## src/rtl/core/srag_pkg.sv

```systemverilog
// Shared types and constants for the smallest covering range block.
// Used by the cell chain, the tail stage and the top level; no dependencies.
package srag_pkg;

  localparam int VALUE_W         = 32;
  localparam int GROUP_W         = 9;
  localparam int CNT_W           = 10;
  localparam int SPAN_W          = VALUE_W + 1;
  localparam int MAX_GROUPS_DEF  = 512;
  localparam int GROUP_COUNT_RST = 1;

  // register indexes on the configuration port
  localparam int REG_GROUP_COUNT = 0;

  // word that walks down the chain, one cell per cycle while the chain advances
  typedef struct packed {
    logic                      valid;
    logic                      last;
    logic                      live;   // group lies inside the store
    logic [GROUP_W-1:0]        group;
    logic signed [VALUE_W-1:0] value;
    logic                      cov;    // every needed group seen so far
    logic signed [VALUE_W-1:0] lo;
    logic signed [VALUE_W-1:0] hi;
  } cell_word_t;

endpackage

```

## src/rtl/core/srag_cell.sv

```systemverilog
// One cell of the group chain: holds the latest value and seen mark of one group.
// Folds its value into the passing word's coverage and min/max. Depends on srag_pkg.
module srag_cell import srag_pkg::*; #(
  parameter int INDEX = 0
) (
  input  logic             clk,
  input  logic             rst_n,
  input  logic             adv,
  input  logic [CNT_W-1:0] cnt,
  input  cell_word_t       word_i,
  output cell_word_t       word_o
);

  logic                      hit;
  logic                      need;
  logic                      seen_now;
  logic signed [VALUE_W-1:0] x;

  logic signed [VALUE_W-1:0] value_r, value_nxt;
  logic                      seen_r, seen_nxt;
  logic                      valid_r;
  cell_word_t                data_r, data_nxt;

  assign hit  = word_i.valid &&
                ({{(32-GROUP_W){1'b0}}, word_i.group} == 32'(INDEX));
  assign need = 32'(INDEX) < {{(32-CNT_W){1'b0}}, cnt};

  always_comb begin
    x         = hit ? word_i.value : value_r;
    seen_now  = hit | seen_r;
    data_nxt  = word_i;
    if (need) begin
      data_nxt.cov = word_i.cov & seen_now;
      if (INDEX == 0) begin
        data_nxt.lo = x;
        data_nxt.hi = x;
      end else begin
        if (x < word_i.lo) data_nxt.lo = x;
        if (x > word_i.hi) data_nxt.hi = x;
      end
    end
    value_nxt = x;
    seen_nxt  = seen_now;
    // drop the mark once the closing word has passed
    if (word_i.valid && word_i.last) seen_nxt = 1'b0;
  end

  always_ff @(posedge clk) begin
    if (!rst_n) begin
      seen_r  <= 1'b0;
      valid_r <= 1'b0;
    end else if (adv) begin
      seen_r  <= seen_nxt;
      valid_r <= word_i.valid;
    end
  end

  always_ff @(posedge clk) begin
    if (adv) begin
      value_r <= value_nxt;
      data_r  <= data_nxt;
    end
  end

  always_comb begin
    word_o       = data_r;
    word_o.valid = valid_r;
  end

endmodule

```

## config.mk

```make
export PLATFORM = sky130hd
export DESIGN_NAME = srag_cell
export DESIGN_NICKNAME = d
export VERILOG_FILES = /design/src/rtl/core/srag_pkg.sv /design/src/rtl/core/srag_cell.sv
export SDC_FILE = /design/constraint.sdc
export NUM_CORES = 1
export LEC_CHECK = 0
export ABC_CLOCK_PERIOD_IN_PS = 2100
export BUFFER_PORTS_ARGS = -buffer_cell sky130_fd_sc_hd__buf_2
export CAP_MARGIN = 10
export CORE_MARGIN = 1
export CORE_UTILIZATION = 35
export DETAILED_ROUTE_END_ITERATION = 7
export SYNTH_ARGS = -nofsm -noshare
export SYNTH_HDL_FRONTEND = slang
export SYNTH_SLANG_ARGS = --single-unit
```

## constraint.sdc

```tcl
create_clock -name clk -period 2.1 [get_ports clk]
set_clock_uncertainty 0.05 [all_clocks]
set_input_delay 0.315 -clock clk [delete_from_list [all_inputs] [get_ports clk]]
set_output_delay 0.315 -clock clk [all_outputs]
set_load 0.05 [all_outputs]
```

; ---- After elaboration in Yosys (flattened, before gate mapping)
; Cells that the tools add are included.
[word_totals]
latch_bits = 0
mem_bits_ro = 0
mem_bits_rw = 0
reg_bits = 142
memories = 0
[classes]
addsub = 0
mul = 0
n_reduce_logical = 3
shift = 0
n_bitwise = 2
div = 0
n_lt_le_gt_ge = 1
n_mux = 3
n_eq_ne = 0
[ops]
columns = operator, n
row1 = $mux W65, 1
row2 = $mux W32, 1
row3 = $lt A1 B10 Y1 const A, 1
row4 = $logic_not A9 Y1, 1
row5 = $logic_and A1 B1 Y1, 2
row6 = $and A1 B1 Y1, 1
row7 = $mux W1, 1
row8 = $or A1 B1 Y1, 1

; ---- Longest topological paths before layout
[logic_depth]
depth_word = 5
ltp_mapped = 5
ltp_nobuf = 3

; ---- Least setup slack after synthesis
; Ideal clock, no wire load.
[synth_path]
kind = input port to flip-flop
startpoint = input port word_i[98] (netlist bit)
endpoint = register data_r (netlist bit word_o[12]), data pin
stages = 5
arrival_ps = 1563
slack_ps = 214
setup_ps = 273
n_path_buf = 2
cell_sequence = or4_1 > clkbuf_1 > buf_2 > o31ai_1 > a31oi_1
[synth_rtl]
columns = item, line
row1 = from (decl), srag_cell.sv:10  ; input cell_word_t word_i,
row2 = to (signal assigned), srag_cell.sv:61  ; data_r <= data_nxt;
row3 = to (decl), srag_cell.sv:22  ; cell_word_t data_r, data_nxt;

==> reports/results.tsv <==
stage	metric	value	unit
route	Residual DRC	0	
global_routing	first-pass GRT wire length	26.35	mm
global_routing	number of global-route vias before repair	5101	
sta	fin crit share	0.8919	
clocking	cts bufs inserted	17	
worst_setup_path	WP data arrival	1.97	ns
sta	Slew headroom	0.4951	
sta	minimum clock period	1.873	ns
route	Post-DRT Antenna Nets	0	
placed_design	PortBufs	230	
yosys	Cell variety after synth	26	
yosys	Ys Warns	0	
cells_and_area	Ant. Diodes	0	
worst_setup_path	critical path endpoint category	flip-flop	
sta	FMAX	533.9	MHz
clocking	setup bufs post-CTS	0	
yosys	Compound-Gate Fraction of Synth Area	0.1359	
cells_and_area	share of layout cells above drive strength 1	0.4728	
floorplanning	die area	0.01819	mm2
run	max-cap violations	0	
yosys	post-synth top area cell	edfxtp_1	
min_path	HP Class	input port to flip-flop	
yosys	Synth Area in XOR/XNOR	0	
clocking	CTS Hold Bufs	0	
clocking	H-tree depth	4	
global_routing	Most Crowded Layer GR	met2	
clocking	number of clock sinks	142	
global_routing	initial antenna violation count	0	
global_routing	GRT overflow	0	
clocking	Clock Path Buffers	2	
yosys	synth top area cells	edfxtp_1, a31oi_1, nor4_1, o31ai_4, nand4_1	
global_routing	Total Routing Usage GR	0.1905	
yosys	adder-cell share of the synthesized area	0	
yosys	Syn Inst Count	436	
sta	final setup violation count	0	
global_routing	GR Util met1	0.2407	
yosys	largest family of logic cells by synthesized area	compound AO/OA/AOI/OAI gates	
yosys	Post-Syn Area	0.006178	mm2
sta	final hold viol count	0	
route	Vias	4965	
sta	Slew @ Worst Pin	0.7573	ns
sta	Hold Slack	0.02870	ns
floorplanning	Die Wd	134.9	um
sta	Max Slew Vio Count	0	
floorplanning	initial core utilization	0.3572	
power	leakage power	3.178	nW
yosys	register bit count reported by yosys	142	
yosys	post-synthesis mux area share	0.001620	
route	routed vias/inst	5.492	
clocking	clock-pin transition on the worst setup and hold timing paths	0.05	ns
route	final WL	17.05	mm
power	VDD IR max	533.1	uV
power	Design Power	7.666	mW
clocking	clock root cell	clkbuf_16	
global_routing	largest net degree at the start of global routing	65	
clocking	Clock Latency Late Sink	0.41	ns
yosys	Post-Synth Simple-Gate Area	0.1343	
floorplanning	Die Y	134.9	um
floorplanning	Site Rows	48	
floorplanning	core area	0.01730	mm2
yosys	Seq/Total Area, Yosys	0.6869	
worst_setup_path	startpoint type of the worst setup path	input port	
yosys	Mapped Nets	558	
clocking	post_cts resized	0	
placed_design	HPWL Detailed	11.26	mm
sta	RSZ-0062 raised after global routing	no	
route	WL/cell	18.86	um
cells_and_area	Nets	790	
worst_setup_path	Crit path required time	2.20	ns
yosys	Synth Area per Inst	14.17	um2
power	PwrDens	908.9	mW/mm2
route	First-pass DRT Iterations	4	
placed_design	gpl congestion	0.7448	
worst_setup_path	kind of critical path	input port to flip-flop	
cells_and_area	area growth from synthesis to layout	36.51	%
worst_setup_path	crit path max fanout	64	
route	First DRT Iteration DRCs	415	
yosys	Yosys top cell area share	0.6804	
global_routing	GRT met2 Usage	0.3159	
clocking	CTS tree	yes	
floorplanning	io pins	231	
global_routing	met3 Use GR	0.04617	
status	status	completed	
-- metal layers --
layer / vias up / wire length (um) / share of wire
met3: 26 / 1259 / 0.074
met4: 0 / 292 / 0.017
met5: - / 0 / 0
li1: 2313 / - / -
met2: 216 / 8339 / 0.49
met1: 2410 / 7162 / 0.42
-- stage by stage --
step                cells  setup slack, ns  TNS [ns]  area (um2)    util
floorplan             436           0.2142         0        6178       -
global placement      874          -0.1569    -6.093        7810  0.4515
detailed placement    874          -0.1637    -8.310        7810  0.4515
CTS                   904           0.2847         0        8434  0.4876
global route          904           0.2066         0        8434  0.4876
finish                904           0.2269         0        8434  0.4876
-- layout make-up --
type                            count  area [um2]
Clock buffer                       18       429.2
Clock inverter                     12       195.2
Fill cell                        1584        8862
Inverter                            2       7.507
Multi-Input combinational cell    242        1709
Sequential cell                   142        4244
Tap cell                          225       281.5
Timing Repair Buffer              263        1568
-- logic make-up (layout without fill, tap and decap cells) --
group	Yosys count	after routing
flops	142	142
compound gates	98	98
simple gates	143	143
buf+inv	52	295
mux	1	1
-- final timing paths --
check | start | endpoint | slack (ns) | cells after the start
setup / recovery | cnt[3] | word_o[61] | 0.23 | 5
setup reg to reg | value_r[20] | word_o[20] | 1.10 | 3
hold reg to reg | seen_r | seen_r | 0.41 | 2
hold / removal | word_i[106] | word_o[106] | 0.03 | 1
-- placed cells by master (no fill, tap or decap), types with 2 or more instances in the layout --
master	instances
o31ai_4	10
bufinv_16	5
or4_2	3
o31ai_1	12
nand2_1	33
nor4_1	64
inv_1	2
nand3_1	2
or2_2	2
edfxtp_1	140
buf_12	13
buf_2	229
dfxtp_1	2
clkinvlp_4	3
a31oi_1	65
o31ai_2	10
clkbuf_16	17
buf_4	20
nand4_1	33
clkinv_2	2
-- cell usage after synthesis --
| master | count |
|---|---|
| edfxtp_1 | 140 |
| nor2b_1 | 1 |
| or2_2 | 2 |
| nor2_1 | 1 |
| dfxtp_1 | 2 |
| mux2i_1 | 1 |
| nand3_1 | 2 |
| or3_1 | 1 |
| clkbuf_1 | 35 |
| buf_1 | 1 |
| or4b_1 | 1 |
| nor4_1 | 64 |
| buf_6 | 6 |
| or4_1 | 3 |
| nor4_2 | 1 |
| nor4b_2 | 1 |
| a21oi_1 | 1 |
| nand4_1 | 33 |
| o31ai_2 | 10 |
| o31ai_1 | 12 |
| o31ai_4 | 10 |
| nand2_1 | 33 |
| buf_2 | 6 |
| buf_4 | 2 |
| a31oi_1 | 65 |
| inv_1 | 2 |
-- critical path: stages --
cell,delay (ns)
buf_2,0.09
or4_2,0.67
buf_4,0.34
nor4_1,0.39
a31oi_1,0.08
-- state kept, by name, summed over array words and instances (netlist names) --
name and count:
seen_r 1, word_o 108, value_r 32, valid_r 1
-- where the power goes --
group	total [mW]	internal (mW)	switching [mW]
Clock	3.22	2.09	1.13
Sequential	3.36	3.31	0.0499
Combinational	1.08	0.280	0.804
Total	7.67	5.68	1.99
Note: power is estimated with default switching activity, not from simulation.
