File: src/rtl/core/srag_pkg.sv
// Shared types and constants for the smallest covering range block.
// Used by the cell chain, the tail stage and the top level; no dependencies.
package srag_pkg;

  localparam int VALUE_W         = 32;
  localparam int GROUP_W         = 9;
  localparam int CNT_W           = 10;
  localparam int SPAN_W          = VALUE_W + 1;
  localparam int MAX_GROUPS_DEF  = 512;
  localparam int GROUP_COUNT_RST = 1;

  // register indexes on the configuration port
  localparam int REG_GROUP_COUNT = 0;

  // word that walks down the chain, one cell per cycle while the chain advances
  typedef struct packed {
    logic                      valid;
    logic                      last;
    logic                      live;   // group lies inside the store
    logic [GROUP_W-1:0]        group;
    logic signed [VALUE_W-1:0] value;
    logic                      cov;    // every needed group seen so far
    logic signed [VALUE_W-1:0] lo;
    logic signed [VALUE_W-1:0] hi;
  } cell_word_t;

endpackage

File: src/rtl/core/srag_tail.sv
// Tail of the chain: keeps the best span found and loads the result register.
// Takes words from the last cell. Depends on srag_pkg.
module srag_tail import srag_pkg::*; (
  input  logic                      clk,
  input  logic                      rst_n,
  input  logic                      adv,
  input  cell_word_t                word_i,
  input  logic                      out_stall,
  output logic                      out_valid,
  output logic signed [VALUE_W-1:0] out_range_low,
  output logic signed [VALUE_W-1:0] out_range_high,
  output logic                      out_found
);

  logic [SPAN_W-1:0]         span;
  logic                      take;
  logic                      closing;
  logic                      cur_valid;
  logic signed [VALUE_W-1:0] cur_low, cur_high;

  logic                      best_valid_r, best_valid_nxt;
  logic [SPAN_W-1:0]         best_span_r, best_span_nxt;
  logic signed [VALUE_W-1:0] best_low_r, best_low_nxt;
  logic signed [VALUE_W-1:0] best_high_r, best_high_nxt;
  logic                      out_valid_r, out_valid_nxt;
  logic signed [VALUE_W-1:0] out_low_r, out_high_r;
  logic                      out_found_r;

  assign span = {word_i.hi[VALUE_W-1], word_i.hi} - {word_i.lo[VALUE_W-1], word_i.lo};
  assign take = word_i.valid && word_i.live && word_i.cov &&
                (!best_valid_r || (span < best_span_r));
  assign closing = word_i.valid && word_i.last;

  always_comb begin
    cur_valid = best_valid_r | take;
    cur_low   = take ? word_i.lo : best_low_r;
    cur_high  = take ? word_i.hi : best_high_r;

    best_valid_nxt = cur_valid;
    best_span_nxt  = take ? span : best_span_r;
    best_low_nxt   = cur_low;
    best_high_nxt  = cur_high;
    if (closing) begin
      best_valid_nxt = 1'b0;
      best_span_nxt  = '0;
      best_low_nxt   = '0;
      best_high_nxt  = '0;
    end

    if (adv && closing) out_valid_nxt = 1'b1;
    else if (!out_stall) out_valid_nxt = 1'b0;
    else                 out_valid_nxt = out_valid_r;
  end

  always_ff @(posedge clk) begin
    if (!rst_n) begin
      best_valid_r <= 1'b0;
      best_span_r  <= '0;
      best_low_r   <= '0;
      best_high_r  <= '0;
      out_valid_r  <= 1'b0;
    end else begin
      out_valid_r <= out_valid_nxt;
      if (adv) begin
        best_valid_r <= best_valid_nxt;
        best_span_r  <= best_span_nxt;
        best_low_r   <= best_low_nxt;
        best_high_r  <= best_high_nxt;
      end
    end
  end

  always_ff @(posedge clk) begin
    if (adv && closing) begin
      out_low_r   <= cur_valid ? cur_low  : '0;
      out_high_r  <= cur_valid ? cur_high : '0;
      out_found_r <= cur_valid;
    end
  end

  assign out_valid      = out_valid_r;
  assign out_range_low  = out_low_r;
  assign out_range_high = out_high_r;
  assign out_found      = out_found_r;

endmodule
File: config.mk
export PLATFORM = sky130hd
export DESIGN_NAME = srag_tail
export DESIGN_NICKNAME = d
export VERILOG_FILES = /design/src/rtl/core/srag_pkg.sv /design/src/rtl/core/srag_tail.sv
export SDC_FILE = /design/constraint.sdc
export NUM_CORES = 1
export LEC_CHECK = 0
export ABC_AREA = 0
export BUFFER_PORTS_ARGS = -buffer_cell sky130_fd_sc_hd__buf_4
export CAP_MARGIN = 10
export CORE_ASPECT_RATIO = 0.7
export CORE_MARGIN = 2
export CORE_UTILIZATION = 55
export CTS_CLUSTER_DIAMETER = 120
export DETAILED_ROUTE_END_ITERATION = 8
export PLACE_DENSITY_LB_ADDON = 0.05
export SLEW_MARGIN = 20
export SYNTH_ARGS = -nofsm -noshare
export SYNTH_HDL_FRONTEND = slang
export SYNTH_SLANG_ARGS = --single-unit
File: constraint.sdc
create_clock -name clk -period 13.1 [get_ports clk]
set_clock_uncertainty 0.05 [all_clocks]
set_input_delay 0.655 -clock clk [delete_from_list [all_inputs] [get_ports clk]]
set_output_delay 0.655 -clock clk [all_outputs]
set_load 0.03 [all_outputs]
# [Yosys cells after proc, flatten, opt, wreduce, memory -nomap -nowiden]
# Cells that the tools add are included.
[word_totals] register_bits=164 latchBits=0 ram_bits=0 mem_bits_ro=0 mem_count=0
[classes] addsub=1 multipliers=0 div_mod_pow=0 magnitude_cmp=1 n_eq_ne=1 shifts=0 n_mux=9 n_bitwise=1 n_reduce_logical=9
[op_table] cell="32-bit 2-to-1 mux" n=4
[op_table] cell="33-bit 2-to-1 mux" n=2
[op_table] cell="33-bit less-than comparator" n=1
[op_table] cell="32-bit by 32-bit subtractor with 33-bit output" n=1
[op_table] cell="1-bit logical AND" n=5
[op_table] cell="1-bit 2-to-1 mux" n=3
[op_table] cell="2-bit by 1-bit != test with 1-bit output (second input constant)" n=1
[op_table] cell="2-bit AND reduction" n=1
[op_table] cell="2-bit nonzero test" n=1
[op_table] cell="1-bit logical NOT" n=1
[op_table] cell="1-bit logical OR" n=1
[op_table] cell="1-bit OR" n=1

# [Longest topological paths before layout]
[logic_depth] depth_word=6 ltp_mapped=22 depth_no_buf=20

# [Worst setup path before layout]
# No wires, ideal clock.
[synth_path] path_kind="input -> register" start="input port word_i[0] (netlist name)" end="register best_high_r[23]" arrival_time_ps=5145 setup_slack_ps=7777 cell_stages=22 n_path_buf=2 path_cell_list="inv_1 -> ha_1 -> inv_1 -> fa_1 -> a211oi_1 -> o21ai_0 -> and2_1 -> a221o_1 -> a21o_1 -> a211oi_1 -> xnor2_1 -> ha_1 -> a21o_1 -> a21o_1 -> a21o_1 -> or4_1 -> o211ai_2 -> a31oi_4 -> buf_4 -> buf_4 -> a22oi_1 -> nor2_1"
[synth_via] elab_chain_len=6
[synth_rtl] element="from (decl)" line_no="srag_tail.sv:7" rtl="input cell_word_t word_i,"
[synth_rtl] element="32-bit by 32-bit subtractor with 33-bit output" line_no="srag_tail.sv:29" rtl="assign span = {word_i.hi[VALUE_W-1], word_i.hi} - {word_i.lo[VALUE_W-1], word_i.lo};"
[synth_rtl] element="33-bit less-than comparator" line_no="srag_tail.sv:31" rtl="(!best_valid_r || (span < best_span_r));"
[synth_rtl] element="1-bit logical OR" line_no="srag_tail.sv:31"
[synth_rtl] element="1-bit logical AND" line_no="srag_tail.sv:30" rtl="assign take = word_i.valid && word_i.live && word_i.cov &&"
[synth_rtl] element="32-bit 2-to-1 mux" line_no="srag_tail.sv:37" rtl="cur_high = take ? word_i.hi : best_high_r;"
[synth_rtl] element="32-bit 2-to-1 mux" line_no="srag_tail.sv:43" rtl="if (closing) begin"
[synth_rtl] element="to (signal assigned)" line_no="srag_tail.sv:68" rtl="best_high_r <= best_high_nxt;"
[synth_rtl] element="to (decl)" line_no="srag_tail.sv:24" rtl="logic signed [VALUE_W-1:0] best_high_r, best_high_nxt;"
# Every way passes these cells.
# A chain may end at the register's enable or synchronous reset.

# [Worst setup path in the final report]
[layout_path] start="input port word_i[32] (netlist name)" end="register best_high_r[22]"
# Same word-level chain as after synthesis.

==> results.json <==
{
  "status": "finished clean",
  "end_kind": "flip-flop",
  "numPlacedInstances": 1335,
  "routed_via_density": 5.84,
  "drt_first_pass_iters": 5,
  "ys_seq_area_share_pct": 43.3,
  "wl_per_cell_um": 17.7,
  "clock_sinks": 164,
  "cp_slowest_stage_delay_ps": 760,
  "numCtsBuffers": 17,
  "cpLargestDelayFamily": "compound AO/OA/AOI/OAI gates",
  "cts-hold-fix-buffers": 0,
  "fill_cells": 1377,
  "clkLatencyLatePin_ps": 430,
  "place_congestion": 0.894,
  "maxCapViolCount": 0,
  "clockRootBuffer": "clkbuf_16",
  "cts_tree": "yes",
  "ant_nets": 0,
  "crit_buf_inv": 4,
  "dp_hpwl_um": 15900,
  "ys_warn_count": 0,
  "critPathLaunchType": "input pin",
  "relSlewSlack_pct": 29.0,
  "vias": 7978,
  "num_io_pins": 179,
  "layoutNonFillerInstCount": 1366,
  "layout_commonest_cell": "buf_4",
  "required_ps": 13400,
  "fin_tns_setup_ps": 0,
  "grt_pass1_vias": 7221,
  "cts.repair.resized": 0,
  "critPathKind": "in2reg",
  "max_freq_mhz": 146,
  "setup_ws_ps": 6240,
  "final_net_count": 1307,
  "io_buffers": 137,
  "synth_nets": 1215,
  "die_h_um": 112,
  "rows": 39,
  "synth_edf_count": 65,
  "async_flop_share_pct": 0,
  "holdWs_ps": 427,
  "slew_violations": 0,
  "timing.final.crit_share_pct": 52.4,
  "routed_wl_um": 24200,
  "area_delta_synth_final_pct": 18.5,
  "die_w_um": 158,
  "tightest_slew_ps": 1070,
  "htreeDepth": 4,
  "drc": 0,
  "grt_max_degree": 93,
  "grt_pass1_wl_um": 39200,
  "vdd_drop_max_mv": 0.0912,
  "synth.avg_cell_area_sq_um": 8.76,
  "cts_buffer_depth": 2,
  "finalWorstPathRequiredPeriod_ps": 6860,
  "core_area_sq_um": 16200,
  "synth_top_area_cell": "dfxtp_1",
  "setup_viol_count_final": 0,
  "path_cells": "buf_4 -> ha_1 -> inv_1 -> fa_1 -> a211oi_1 -> o21ai_0 -> and2_1 -> a221o_1 -> a31oi_1 -> o211ai_1 -> xor2_1 -> ha_1 -> nand2_1 -> a2bb2oi_1 -> a2111oi_0 -> or4_1 -> o211ai_4 -> buf_4 -> and2_2 -> buf_4 -> a22oi_1 -> nor2_1",
  "initial_core_util_pct": 55.9,
  "dpl_worst_slack_ps": 5990,
  "syn_inst": 1037,
  "antenna_found_initial": 0,
  "grt_usage_pct": 28.3,
  "cpMaxStageDelayCell": "buf_4",
  "cts_setup_buffers": 0,
  "dieArea_sq_um": 17600,
  "drive_gt1_share_pct": 16.6,
  "n_antenna_cell": 0,
  "path_clk_slew_ps": 70,
  "final_hold_viol_count": 0,
  "powerDensity_nw_per_um2": 124,
  "synth.distinct_cells": 57,
  "cp.arrival_ps": 7160,
  "synth-main-ff-cell": "dfxtp_1",
  "ys_ff_latch": 164,
  "synthTopCellsByArea": "dfxtp_1, edfxtp_1, ha_1",
  "power.static_leakage_nw": 4.30,
  "drt_iter0_markers": 812,
  "worstPathMaxFanout": 90,
  "layout.cells.most_common_list": "buf_4, nor2_1, a21oi_1, dfxtp_1, nand2_1",
  "path_common_cell": "buf_4",
  "syn-cell-area_sq_um": 9090,
  "hold_class": "in2reg",
  "synth_top_area_share_pct": 21.8,
  "gr-total-overflow": 0,
  "rsz0062_at_grt": "false"
}
Yosys cell counts, types with 3 or more instances:
master	count
nor2_1	120
a21oi_1	109
dfxtp_1	99
nand2_1	92
a22oi_1	85
nand3_1	78
inv_1	73
edfxtp_1	65
ha_1	64
clkbuf_1	50
a21o_1	25
xnor2_1	15
buf_4	14
o21ai_0	11
xor2_1	11
and3_1	10
buf_2	9
nand4_1	9
o21a_1	8
a32o_1	7
o211ai_1	7
nor3_1	6
a31oi_1	5
and2_1	5
a211o_1	4
a211oi_1	4
nand2b_1	4
or4_1	4
nor2b_1	3
nor4_1	3
registers in the layout, indices dropped and copies added, names as in the netlist:
name	count
best_span_r	33
best_high_r	32
best_low_r	32
out_range_high	32
out_range_low	32
best_valid_r	1
out_found	1
out_valid	1
per-stage QoR:
| stage | utilization, % | power (mW) | instance area (sq um) |
|---|---|---|---|
| 4_1_cts | 66.3 | 1.34 | 10800 |
| 3_3_place_gp | 62.5 | 0.799 | 10100 |
| 5_1_grt | 66.3 | 1.39 | 10800 |
| 3_5_place_dp | 62.5 | 0.802 | 10100 |
| 6_report | 66.3 | 1.33 | 10800 |
| 2_1_floorplan | - | 0.724 | 9090 |
final timing paths:
path | from | to | slack, ps | depth (start not counted)
worst max register to register | best_span_r[30] | best_high_r[22] | 8850 | 12
worst min register to register | best_span_r[30] | best_span_r[30] | 450 | 2
worst min-delay path | out_stall | out_valid | 430 | 3
worst max-delay path | word_i[32] | best_high_r[22] | 6240 | 22
where the power goes:
part	total [mW]	switching [mW]	internal (mW)
sequential	0.541	0.00387	0.537
clock	0.538	0.226	0.312
combinational	0.256	0.157	0.0986
cells by family after synthesis:
logic type / after synthesis / synth area share (%)
buf+inv: 146 / 6.73
simple gates: 342 / 16.7
fa+ha+maj: 65 / 9.03
xor+xnor: 26 / 2.51
compound gates: 293 / 21.6
flops: 164 / 43.3
mux: 1 / 0.110
layout make-up:
class                   count  area (sq um)  share of cell area, %
clock inverters            13           183                   1.70
flip-flops and latches    164          3930                   36.5
repair buffers            146          1100                   10.2
multi-input cells         727          4560                   42.4
well taps                 225           282                   2.61
clock buffers              18           439                   4.08
inverters                  73           274                   2.54
worst min-delay path, delay by kind of cell:
family | cells | cell delay (ps)
AOI/OAI and AO/OA | 1 | 50
and+or+nand+nor | 1 | 90
buffers and inverters | 1 | 80
routing by layer:
layer	GRT usage [%]	up-vias	share of wire [%]
met5	0	-	0
met2	37.4	330	40
met1	46.4	3723	51
met3	5.68	12	8.8
met4	6.24	0	0.69
li1	-	3913	-
Power figures use the tool's default switching activity.
